$ cat config.mk
export PLATFORM = sky130hd
export DESIGN_NAME = qbs_lru_victim_select
export DESIGN_NICKNAME = d
export VERILOG_FILES = /design/src/rtl/qbs_pkg.sv /design/src/rtl/qbs_lru_victim_select.sv /design/src/rtl/qbs_ctrl.sv /design/src/rtl/qbs_datapath.sv
export VERILOG_INCLUDE_DIRS = /design/src /design/src/rtl
export SDC_FILE = /design/constraint.sdc
export NUM_CORES = 1
export LEC_CHECK = 0
export BUFFER_PORTS_ARGS = -buffer_cell sky130_fd_sc_hd__clkbuf_2
export CELL_PAD_IN_SITES_DETAIL_PLACEMENT = 0
export CELL_PAD_IN_SITES_GLOBAL_PLACEMENT = 2
export CORE_AREA = 2 2 143 145
export DETAILED_ROUTE_END_ITERATION = 6
export DIE_AREA = 0 0 145 147
export HOLD_SLACK_MARGIN = 0.06
export MAX_ROUTING_LAYER = met4
export PLACE_DENSITY = 0.78
export SLEW_MARGIN = 20
export SYNTH_ARGS = -nofsm -noshare
export SYNTH_HDL_FRONTEND = slang
export SYNTH_SLANG_ARGS = --single-unit
$ cat constraint.sdc
create_clock -name clk -period 3 [get_ports clk]
set_clock_uncertainty 0.05 [all_clocks]
set_input_delay 0.15 -clock clk [delete_from_list [all_inputs] [get_ports clk]]
set_output_delay 0.15 -clock clk [all_outputs]
set_load 0.01 [all_outputs]
$ cat src/rtl/qbs_lru_victim_select_assert.svh
// ----------------------------------------------------------------------------
// Assertion macros for the LRU victim select block
// Concurrent checks that compile away when NO_ASSERTIONS is defined.
// ----------------------------------------------------------------------------
`ifndef QBS_LRU_VICTIM_SELECT_ASSERT_SVH
`define QBS_LRU_VICTIM_SELECT_ASSERT_SVH

`ifndef NO_ASSERTIONS

// Same-cycle implication check.
`define QBS_ASSERT_IMP(label, clk, rst_n, ante, cons) \
    label: assert property (@(posedge clk) disable iff (!rst_n) (ante) |-> (cons)) \
        else $error("same-cycle check failed");

// Next-cycle implication check.
`define QBS_ASSERT_NXT(label, clk, rst_n, ante, cons) \
    label: assert property (@(posedge clk) disable iff (!rst_n) (ante) |=> (cons)) \
        else $error("next-cycle check failed");

`else

`define QBS_ASSERT_IMP(label, clk, rst_n, ante, cons)
`define QBS_ASSERT_NXT(label, clk, rst_n, ante, cons)

`endif

`endif

$ cat src/rtl/qbs_pkg.sv
// ----------------------------------------------------------------------------
// Package for the LRU victim select block
// Shared widths, codes, controller states and command/status structs.
// ----------------------------------------------------------------------------
package qbs_pkg;

    // Field widths fixed by the interface.
    localparam int WAYS_DEF     = 8;
    localparam int MASK_W       = 8;
    localparam int WAY_W        = 3;
    localparam int ATT_W        = 3;
    localparam int LIMIT_W      = 4;
    localparam int MAX_ATTEMPTS = 8;
    localparam int PADDR_W      = 3;
    localparam int PDATA_W      = 32;

    localparam logic [LIMIT_W-1:0] LIMIT_RESET = 4'd1;

    // Register index of the attempt limit (byte address 4 * index).
    localparam logic REG_ATTEMPT_LIMIT = 1'b0;

    // Request codes.
    localparam logic FUNC_TOUCH  = 1'b0;
    localparam logic FUNC_VICTIM = 1'b1;

    // Controller states.
    typedef enum logic [1:0] {
        ST_IDLE,
        ST_SELECT,
        ST_UPDATE,
        ST_DONE
    } qbs_state_t;

    // Commands from the controller to the datapath.
    typedef struct packed {
        logic load;
        logic select;
        logic update;
        logic out_load;
    } qbs_cmd_t;

    // Status from the datapath to the controller.
    typedef struct packed {
        logic cont;
    } qbs_status_t;

endpackage

$ cat src/rtl/qbs_lru_victim_select.sv
// ----------------------------------------------------------------------------
// LRU victim select for one cache set
// Touch and victim requests with query-based retry against the lower level.
// ----------------------------------------------------------------------------
// Sequence: an accepted input word passes through select and update, which
// repeat for each further attempt, and the result word is then loaded into the
// output register in the done state; a touch, invalid fill or first-attempt victim takes one pass.
// Throughput: one word at a time; a new word is accepted only after the result
// is loaded, which waits while a held result word keeps the output register full.
// Reset: ages return to way index order, attempt_limit returns to 1.
`include "qbs_lru_victim_select_assert.svh"

module qbs_lru_victim_select #(
    parameter int WAYS = qbs_pkg::WAYS_DEF
) (
    input  logic                          clk,
    input  logic                          rst_n,
    // Request channel
    input  logic                          in_valid,
    output logic                          in_ready,
    input  logic                          func,
    input  logic [qbs_pkg::WAY_W-1:0]     way,
    input  logic [qbs_pkg::MASK_W-1:0]    valid_mask,
    input  logic [qbs_pkg::MASK_W-1:0]    lower_mask,
    input  logic [qbs_pkg::MASK_W-1:0]    blocked_mask,
    // Result channel
    output logic                          out_valid,
    input  logic                          out_ready,
    output logic [qbs_pkg::WAY_W-1:0]     victim_way,
    output logic                          took_invalid,
    output logic [qbs_pkg::ATT_W-1:0]     attempt_index,
    // Configuration port
    input  logic                          psel,
    input  logic                          penable,
    input  logic                          pwrite,
    input  logic [qbs_pkg::PADDR_W-1:0]   paddr,
    input  logic [qbs_pkg::PDATA_W-1:0]   pwdata,
    output logic [qbs_pkg::PDATA_W-1:0]   prdata,
    output logic                          pready
);
    import qbs_pkg::*;

    qbs_cmd_t           cmd;
    qbs_status_t        status;
    logic               limit_we;
    logic               reg_hit;
    logic [LIMIT_W-1:0] limit;
    logic               limit_in_range;

    // Register decode on the word address.
    assign pready   = 1'b1;
    assign reg_hit  = (paddr[PADDR_W-1] == REG_ATTEMPT_LIMIT);
    assign limit_we = psel && penable && pwrite && pready && reg_hit;
    assign prdata   = reg_hit ? PDATA_W'(limit) : '0;

    qbs_ctrl u_ctrl (
        .clk       (clk),
        .rst_n     (rst_n),
        .in_valid  (in_valid),
        .in_ready  (in_ready),
        .out_valid (out_valid),
        .out_ready (out_ready),
        .status    (status),
        .cmd       (cmd)
    );

    qbs_datapath #(
        .WAYS (WAYS)
    ) u_datapath (
        .clk           (clk),
        .rst_n         (rst_n),
        .cmd           (cmd),
        .status        (status),
        .func          (func),
        .way           (way),
        .valid_mask    (valid_mask),
        .lower_mask    (lower_mask),
        .blocked_mask  (blocked_mask),
        .limit_we      (limit_we),
        .limit_wdata   (pwdata[LIMIT_W-1:0]),
        .limit         (limit),
        .victim_way    (victim_way),
        .took_invalid  (took_invalid),
        .attempt_index (attempt_index)
    );

    // The limit needs no clamping when it lies between one and the maximum.
    assign limit_in_range = (limit != '0) && (int'(limit) <= MAX_ATTEMPTS);

    // An invalid way is always taken on the first attempt.
    `QBS_ASSERT_IMP(a_inv_first_attempt, clk, rst_n, out_valid && took_invalid, attempt_index == '0)

    // Only one word is in flight: the request side closes after an accept.
    `QBS_ASSERT_NXT(a_one_in_flight, clk, rst_n, in_valid && in_ready, !in_ready)

    // The search never runs past the clamped attempt limit.
    `QBS_ASSERT_IMP(a_attempt_bound, clk, rst_n, out_valid && limit_in_range, attempt_index < limit)

endmodule

$ cat src/rtl/qbs_ctrl.sv
// ----------------------------------------------------------------------------
// Controller for the LRU victim select block
// Sequences load, select, age update and result hand-off for one word.
// ----------------------------------------------------------------------------
module qbs_ctrl (
    input  logic                clk,
    input  logic                rst_n,
    input  logic                in_valid,
    output logic                in_ready,
    output logic                out_valid,
    input  logic                out_ready,
    input  qbs_pkg::qbs_status_t status,
    output qbs_pkg::qbs_cmd_t    cmd
);
    import qbs_pkg::*;

    qbs_state_t state_reg;
    qbs_state_t state_next;
    logic       out_valid_reg;
    logic       out_valid_next;

    // State and output valid registers.
    always_ff @(posedge clk or negedge rst_n)
    begin
        if (!rst_n)
        begin
            state_reg     <= ST_IDLE;
            out_valid_reg <= 1'b0;
        end
        else
        begin
            state_reg     <= state_next;
            out_valid_reg <= out_valid_next;
        end
    end

    // Next state and commands.
    always_comb
    begin
        state_next = state_reg;
        cmd        = '0;
        in_ready   = 1'b0;
        unique case (state_reg)
            ST_IDLE:
            begin
                in_ready = 1'b1;
                if (in_valid)
                begin
                    cmd.load   = 1'b1;
                    state_next = ST_SELECT;
                end
            end
            ST_SELECT:
            begin
                cmd.select = 1'b1;
                state_next = ST_UPDATE;
            end
            ST_UPDATE:
            begin
                cmd.update = 1'b1;
                state_next = status.cont ? ST_SELECT : ST_DONE;
            end
            ST_DONE:
            begin
                // Wait until the output register is free.
                if (!out_valid_reg || out_ready)
                begin
                    cmd.out_load = 1'b1;
                    state_next   = ST_IDLE;
                end
            end
            default:
            begin
                state_next = ST_IDLE;
            end
        endcase
    end

    // The output word stays until it is taken.
    always_comb
    begin
        if (cmd.out_load)
        begin
            out_valid_next = 1'b1;
        end
        else if (out_ready)
        begin
            out_valid_next = 1'b0;
        end
        else
        begin
            out_valid_next = out_valid_reg;
        end
    end

    assign out_valid = out_valid_reg;

endmodule

$ cat src/rtl/qbs_datapath.sv
// ----------------------------------------------------------------------------
// Datapath for the LRU victim select block
// Way ages, victim search, MRU update, attempt limit and result registers.
// ----------------------------------------------------------------------------
module qbs_datapath #(
    parameter int WAYS = qbs_pkg::WAYS_DEF
) (
    input  logic                          clk,
    input  logic                          rst_n,
    input  qbs_pkg::qbs_cmd_t             cmd,
    output qbs_pkg::qbs_status_t          status,
    input  logic                          func,
    input  logic [qbs_pkg::WAY_W-1:0]     way,
    input  logic [qbs_pkg::MASK_W-1:0]    valid_mask,
    input  logic [qbs_pkg::MASK_W-1:0]    lower_mask,
    input  logic [qbs_pkg::MASK_W-1:0]    blocked_mask,
    input  logic                          limit_we,
    input  logic [qbs_pkg::LIMIT_W-1:0]   limit_wdata,
    output logic [qbs_pkg::LIMIT_W-1:0]   limit,
    output logic [qbs_pkg::WAY_W-1:0]     victim_way,
    output logic                          took_invalid,
    output logic [qbs_pkg::ATT_W-1:0]     attempt_index
);
    import qbs_pkg::*;

    localparam int AW = $clog2(WAYS);
    localparam int MW = (WAYS > MASK_W) ? WAYS : MASK_W;

    // Mask bits above the input width read as zero.
    logic [MW-1:0]   valid_ext;
    logic [MW-1:0]   lower_ext;
    logic [MW-1:0]   blocked_ext;

    logic            func_reg;
    logic [WAY_W-1:0] way_reg;
    logic [WAYS-1:0] valid_reg;
    logic [WAYS-1:0] lower_reg;
    logic [WAYS-1:0] blocked_reg;
    logic [AW-1:0]   target_reg;
    logic [AW-1:0]   target_next;
    logic            apply_reg;
    logic            apply_next;
    logic            inv_reg;
    logic            inv_next;
    logic [ATT_W-1:0] attempt_reg;
    logic [LIMIT_W-1:0] limit_reg;
    logic [AW-1:0]   age_reg  [WAYS];
    logic [AW-1:0]   age_next [WAYS];

    logic [WAY_W-1:0] victim_way_reg;
    logic            took_invalid_reg;
    logic [ATT_W-1:0] attempt_index_reg;

    logic [WAYS-1:0] elig;
    logic [WAYS-1:0] win;
    logic [AW-1:0]   pick;
    logic [AW-1:0]   first_inv;
    logic [AW-1:0]   age_tgt;
    logic [ATT_W-1:0] last_attempt;

    assign valid_ext   = MW'(valid_mask);
    assign lower_ext   = MW'(lower_mask);
    assign blocked_ext = MW'(blocked_mask);

    // Request capture; payload registers need no reset.
    always_ff @(posedge clk)
    begin
        if (cmd.load)
        begin
            func_reg    <= func;
            way_reg     <= way;
            valid_reg   <= valid_ext[WAYS-1:0];
            lower_reg   <= lower_ext[WAYS-1:0];
            blocked_reg <= blocked_ext[WAYS-1:0];
        end
        if (cmd.select)
        begin
            target_reg <= target_next;
            apply_reg  <= apply_next;
            inv_reg    <= inv_next;
        end
        if (cmd.out_load)
        begin
            victim_way_reg    <= (func_reg == FUNC_TOUCH) ? way_reg : WAY_W'(target_reg);
            took_invalid_reg  <= inv_reg;
            attempt_index_reg <= attempt_reg;
        end
    end

    // Eligible ways: not blocked and not already the youngest.
    always_comb
    begin
        for (int i = 0; i < WAYS; i++)
        begin
            elig[i] = !blocked_reg[i] && (age_reg[i] != '0);
        end
    end

    // A way wins if no eligible way is older, or equally old with a lower index.
    always_comb
    begin
        for (int i = 0; i < WAYS; i++)
        begin
            win[i] = elig[i];
            for (int j = 0; j < WAYS; j++)
            begin
                if (j != i && elig[j] &&
                    ((age_reg[j] > age_reg[i]) || ((age_reg[j] == age_reg[i]) && (j < i))))
                begin
                    win[i] = 1'b0;
                end
            end
        end
    end

    // Encode the one-hot winner; no winner gives way 0.
    always_comb
    begin
        pick = '0;
        for (int i = 0; i < WAYS; i++)
        begin
            if (win[i])
            begin
                pick = pick | AW'(i);
            end
        end
    end

    // Lowest-numbered invalid way.
    always_comb
    begin
        first_inv = '0;
        for (int i = WAYS - 1; i >= 0; i--)
        begin
            if (!valid_reg[i])
            begin
                first_inv = AW'(i);
            end
        end
    end

    // Target way for this pass.
    always_comb
    begin
        if (func_reg == FUNC_TOUCH)
        begin
            target_next = AW'(way_reg);
            apply_next  = (int'(way_reg) < WAYS);
            inv_next    = 1'b0;
        end
        else if (valid_reg != '1)
        begin
            target_next = first_inv;
            apply_next  = 1'b1;
            inv_next    = 1'b1;
        end
        else
        begin
            target_next = pick;
            apply_next  = 1'b1;
            inv_next    = 1'b0;
        end
    end

    // MRU update: younger ways age by one, the target becomes age zero.
    assign age_tgt = age_reg[target_reg];

    always_comb
    begin
        for (int i = 0; i < WAYS; i++)
        begin
            if (AW'(i) == target_reg)
            begin
                age_next[i] = '0;
            end
            else if (age_reg[i] < age_tgt)
            begin
                age_next[i] = age_reg[i] + 1'b1;
            end
            else
            begin
                age_next[i] = age_reg[i];
            end
        end
    end

    // Index of the last attempt, with the limit clamped to its legal range.
    always_comb
    begin
        if (limit_reg == '0)
        begin
            last_attempt = '0;
        end
        else if (int'(limit_reg) > MAX_ATTEMPTS)
        begin
            last_attempt = ATT_W'(MAX_ATTEMPTS - 1);
        end
        else
        begin
            last_attempt = ATT_W'(limit_reg - 1'b1);
        end
    end

    // The search repeats while the chosen way sits in the lower level and attempts remain.
    assign status.cont = (func_reg == FUNC_VICTIM) && !inv_reg && lower_reg[target_reg] &&
                         (attempt_reg < last_attempt);

    // Ages, attempt counter and the limit register.
    always_ff @(posedge clk or negedge rst_n)
    begin
        if (!rst_n)
        begin
            for (int i = 0; i < WAYS; i++)
            begin
                age_reg[i] <= AW'(i);
            end
            attempt_reg <= '0;
            limit_reg   <= LIMIT_RESET;
        end
        else
        begin
            if (cmd.update && apply_reg)
            begin
                age_reg <= age_next;
            end
            if (cmd.load)
            begin
                attempt_reg <= '0;
            end
            else if (cmd.update && status.cont)
            begin
                attempt_reg <= attempt_reg + 1'b1;
            end
            if (limit_we)
            begin
                limit_reg <= limit_wdata;
            end
        end
    end

    assign limit         = limit_reg;
    assign victim_way    = victim_way_reg;
    assign took_invalid  = took_invalid_reg;
    assign attempt_index = attempt_index_reg;

endmodule

* Word level (Yosys, flattened, before mapping)
Index checks and enable logic that the tools add are counted.
** Operators by class
- Muxes and demuxes :: 107
- Magnitude comparators :: 61
- Bitwise logic cells :: 2
- Add/subtract/negate cells :: 10
- Equal/unequal tests :: 41
- Reductions and logical operators :: 133
** Operators by type and width (count)
- $gt 3x3->1 :: 49
- $mux 3 :: 37
- $eq 3x3->1 :: 28
- $logic_and 1x1->1 :: 64
- $mux 1 :: 61
- $logic_or 1x1->1 :: 29
- $add 3x1->3 const B :: 9
- $lt 3x3->1 :: 9
- $reduce_bool 3->1 :: 8
- $reduce_bool 2->1 :: 10
- $reduce_and 2->1 :: 9
- $eq 3x3->1 const A :: 4
- $logic_not 1->1 :: 10
- $mux 2 :: 5
- $bmux 3 s3 :: 1
- $ne 8x8->1 const B :: 1
- $pmux 2 s4 :: 1
- $eq 2x3->1 const A :: 2
- $eq 2x2->1 const B :: 2
- $ge 4x4->1 const B :: 1
- $gt 4x4->1 const B :: 1
- $logic_not 4->1 :: 1
- $lt 3x4->1 const B :: 1
- $mux 4 :: 1
- 10 further kinds :: 10
** Word-level totals
- Word-level logic and storage cells :: 376
- Output and inout port bits :: 42
- Input port bits :: 70
- Register bits after elaboration :: 73

* Logic depth before layout (Yosys ltp)
- Word-level depth :: 19
- Mapped depth :: 12
- Gate-level depth less buffers :: 12

* By module
A second synthesis with hierarchy kept.
** Unflattened totals
- Cells, all modules :: 683
- Area total of the unflattened synthesis :: 6505.0 um^2
** By module, submodules not included
- qbs_datapath :: cells each 631, area each 6077.1 um^2, times used 1
- qbs_lru_victim_select :: cells each 36, area each 270.3 um^2, times used 1
- qbs_ctrl :: cells each 16, area each 157.7 um^2, times used 1

* Least setup slack after synthesis
No wires, ideal clock.
- Path kind :: reg2reg
- Start :: register u_datapath.target_reg[0]
- End :: register u_datapath.age_reg[9] in the netlist's numbering
- Setup time :: 121 ps
- Arrival time :: 2769 ps
- Stages on the path, launching flop included :: 11
- Required time :: 2829 ps
- Slack :: 60 ps
- Cells stage by stage :: edfxtp_1 -> buf_2 -> buf_1 -> mux4_2 -> mux2i_1 -> ha_1 -> o21ai_1 -> nand2b_1 -> a21oi_2 -> o21ai_1 -> a22o_1
** Between the ends
- Word-level cells in the longest chain between the ends :: 7
** RTL lines
- from (decl) :: line qbs_datapath.sv:39 : logic [AW-1:0] target_reg;
- from (signal assigned) :: line qbs_datapath.sv:78 : target_reg <= target_next;
- $not 3->4 (not written as such) :: line qbs_datapath.sv:166 : assign age_tgt = age_reg[target_reg];
- $bmux 3 s3 :: line qbs_datapath.sv:166
- $mux 3 (not written as such) (2 in series) :: line qbs_datapath.sv:166
- $lt 3x3->1 :: line qbs_datapath.sv:176 : else if (age_reg[i] < age_tgt)
- $reduce_bool 2->1 (no line)
- $reduce_and 2->1 (no line)
- to (signal, indexed assignment) :: line qbs_datapath.sv:215 : age_reg[i] <= AW'(i);
- to (signal assigned) :: line qbs_datapath.sv:224 : age_reg <= age_next;
- to (decl) :: line qbs_datapath.sv:47 : logic [AW-1:0] age_reg [WAYS];
Several ways; a longest one is shown, not always the timed one. The select of a mux whose other input is x is not followed.
A chain may end at the register's enable or synchronous reset.

* Final worst setup path
- Start :: register u_datapath.age_reg[13] in the netlist's numbering
- End :: register u_datapath.target_reg[0] (data pin)
** Between the ends
- Word-level cells in the longest chain between the ends :: 17
** RTL lines
- $gt 3x3->1 (tied with other cells) :: line qbs_datapath.sv:108 : ((age_reg[j] > age_reg[i]) || ((age_reg[j] == age_reg[i]) && (j < i))))
- $logic_or 1x1->1 or $logic_and 1x1->1 (tied branches) :: line qbs_datapath.sv:108, qbs_datapath.sv:95
- $logic_and 1x1->1 :: line qbs_datapath.sv:107 : if (j != i && elig[j] &&
- $mux 1 (5 in series) :: line qbs_datapath.sv:107
- $mux 1, on equally long branches :: line qbs_datapath.sv:107, qbs_datapath.sv:122
- $mux 1 or $mux 2 (tied branches) :: line qbs_datapath.sv:107, qbs_datapath.sv:122
- $mux 2 :: line qbs_datapath.sv:122 : if (win[i])
- $mux 3 (3 in series) :: line qbs_datapath.sv:122
- $mux 3 * :: line qbs_datapath.sv:122
- $mux 3 * :: line qbs_datapath.sv:151 : else if (valid_reg != '1)
- $mux 3 * :: line qbs_datapath.sv:145 : if (func_reg == FUNC_TOUCH)
- via u_datapath.target_next[0] :: line qbs_datapath.sv:40 : logic [AW-1:0] target_next;
Mark *: on every way through the listed nets, which the timed path passes. The rest lies on a longest branch.

==> out/results.txt <==
count of different cell masters after synthesis: 58
clock buffer count from CTS: 9
power per cell area: 419 mW/mm2
Peak VDD IR: 0.357 mV
total power: 3.15 mW
Worst setup SP type: flop
antenna cells: 0
post-layout util: 37.9%
Die ar.: 0.0213 mm2
Tmin final: 2.87 ns
Initial Utilization: 31.3%
global-route wire length before repair: 27,400 um
WP buf/inv: 2
critical path arrival: 2.98 ns
height of the die: 147 um
Hold WC Path Type: in -> reg
via/cell ratio: 5.04
Static Leakage: 3.19 nW
DP HPWL: 13,000 um
clock latency on the worst-skew pair: 0.33 ns
status: complete, no violations
Cell Area, Synth: 0.00621 mm2
GPL Wtd Cong: 0.909
via count: 5,110
Post-synth EDFFs: 39
setup tns final: 0 ns
period utilization: 95.6%
post-synthesis cell count: 622
worst setup path class: reg -> reg
CP top delay family: compound AO/OA/AOI/OAI gates
final hold violation count: 0
worst-path fanout max: 7
Max Clock Freq: 349 MHz
Post-Route WL: 17,100 um
Internal: 2.19 mW
Critical Path RT: 3.11 ns
Worst path slowest cell: dfstp_2
slowest stage delay, CP: 0.60 ns
Synth Warn #: 0
gr usage total: 16.8%
Clk pwr share: 32.8%
worst path cell trace: inv_1 > ha_1 > nor2b_1 > o21a_1 > o21ai_0 > o22ai_1 > nor4_1 > buf_4 > a31oi_1 > a2bb2oi_1
Top FF cell, synth: edfxtp_1
core region area: 0.0198 mm2
number of flip-flops under the largest register name: 24
area grow syn2layout: 21.1%
max-slew violation count: 0
num ports: 112
post-synth top area share: 24.2%
Slew @ Worst Pin: 0.962 ns
# port buffers: 52
worst slack at placement: 0.106 ns
Yosys top cell by area: ha_1
initial antenna violation count: 0
Nets: 929
Final ANT Viol Nets: 0
vias in the first global route: 5,216
top-count cell post-synth: ha_1
Switching Fraction: 30.5%
number of H-tree levels: 3
DRT iter0 DRCs: 262
CP endpoint kind: flop
layout cell share with drive strength beyond 1: 17.5%
worst setup margin: 0.133 ns
async set-reset flop share out of synthesis: 46.6%
Syn Area/Cell: 9.98 um2
DRC violations left: 0
Gate power share: 23.4%
First-pass DRT Iterations: 5
#FFs+latches synth: 73
gr ovfl total: 0
deepest clock path buffer count: 2
sequential share of the synthesized area: 32.8%
Seq pwr share: 43.8%
Die W: 145 um
CTS tree: built
WL per Instance: 16.8 um
Max-slew headroom: 35.8%
Post-synth top cells: ha_1, inv_1, o21ai_0
sw power: 0.961 mW
postcts setup bufs: 0
top post-synthesis cells by area: ha_1, edfxtp_1, dfrtp_1
R2R Setup Slk: 0.13 ns
hold slack: 0.0728 ns
largest net degree at the start of global routing: 35
clock sink count: 73
CTS clk-pin slew, worst paths: 0.06 ns
maxcap violations: 0
Site Rows: 52
unrepaired setup endpoints after global routing: false
clock root buffer master: clkbuf_16
setup violators final: 0
## cells in the final DEF, fill, tap and decap left out, drive strengths merged, types with 7 or more instances in the layout
cell type / n
dlygate4sd3: 33
dfrtp: 21
nor2b: 22
nand3: 18
inv: 52
buf: 31
nand2b: 11
o21ai: 49
ha: 120
o21a: 10
dfstp: 13
and3: 9
a21o: 12
a21oi: 32
xnor2: 7
nand2: 29
conb: 29
nor3: 9
clkbuf: 65
a31oi: 7
a211oi: 9
mux2i: 9
edfxtp: 39
o211ai: 11
nor2: 24
## through the flow
step | instance area (um2) | instances
after floorplan | 6310 | 649
after global placement | 6900 | 965
after detailed placement | 6900 | 965
after CTS | 7510 | 1014
after global routing | 7520 | 1014
final | 7520 | 1014
## worst reg2reg max path: stages (launching register included)
cell	delay [ns]
dfstp_2	0.60
inv_1	0.20
ha_1	0.35
nor2b_1	0.13
o21a_1	0.15
o21ai_0	0.32
o22ai_1	0.13
nor4_1	0.31
buf_4	0.17
a31oi_1	0.07
a2bb2oi_1	0.22
## area by class of cell
cell class                 instances  area (um2)
fill                            1961       12300
multi-input combinational        487        3830
clock buffer                      13         240
clock inverter                     3        42.5
sequential                        73        2040
tap                              270         338
timing repair buffer             116         836
inverter                          52         195
## timing repair
| action | 4_1_cts | 5_1_grt |
|---|---|---|
| endpoints found under the setup margin | 0 | 3 |
| hold endpoints to repair | 53 | 0 |
| hold buffers | 33 | 0 |
| gates resized for setup | 0 | 4 |
## path summary, 6_finish.rpt
check | start | endpoint | depth (start not counted)
max | u_datapath.age_reg[13]$_DFFE_PN1P_ | u_datapath.target_reg[0]$_DFFE_PN_ | 10
min | out_ready | u_ctrl.out_valid$_DFFE_PN0P_ | 3
max reg2reg | u_datapath.age_reg[13]$_DFFE_PN1P_ | u_datapath.target_reg[0]$_DFFE_PN_ | 10
min reg2reg | u_datapath.inv_reg$_SDFFCE_PN0N_ | u_datapath.took_invalid$_DFFE_PP_ | 0
max in group asynchronous | rst_n | u_datapath.age_reg[10]$_DFFE_PN0P_ | 2
min in group asynchronous | rst_n | u_datapath.limit[3]$_DFFE_PN0P_ | 2
## per-layer routing
layer | track usage, % | wire (um)
met4 | 5.10 | 353
met3 | 2.14 | 732
met2 | 29.7 | 8490
met5 | - | 0
met1 | 20.1 | 7510
## power groups by stage
stage | clock (mW) | sequential [mW] | combinational (mW)
finish | 1.03 | 1.38 | 0.739
global route | 1.10 | 1.40 | 0.824
CTS | 1.06 | 1.38 | 0.747
detailed placement | 0 | 1.40 | 0.709
global placement | 0 | 1.39 | 0.694
floorplan | 0 | 1.37 | 0.484
## kinds of logic (layout without fill, tap and decap cells)
family | count (synthesis) | count (layout) | share of synthesized area, %
and+or+nand+nor | 143 | 143 | 12.3
muxes | 21 | 21 | 4.92
xor gates and xnor gates | 7 | 7 | 0.987
adders and majority gates | 121 | 121 | 24.3
buffers and inverters | 89 | 184 | 7.21
other | 2 | 29 | 0.121
DFF | 73 | 73 | 32.8
AOI/OAI and AO/OA | 166 | 166 | 17.3
Note: power is estimated with default switching activity, not from simulation.
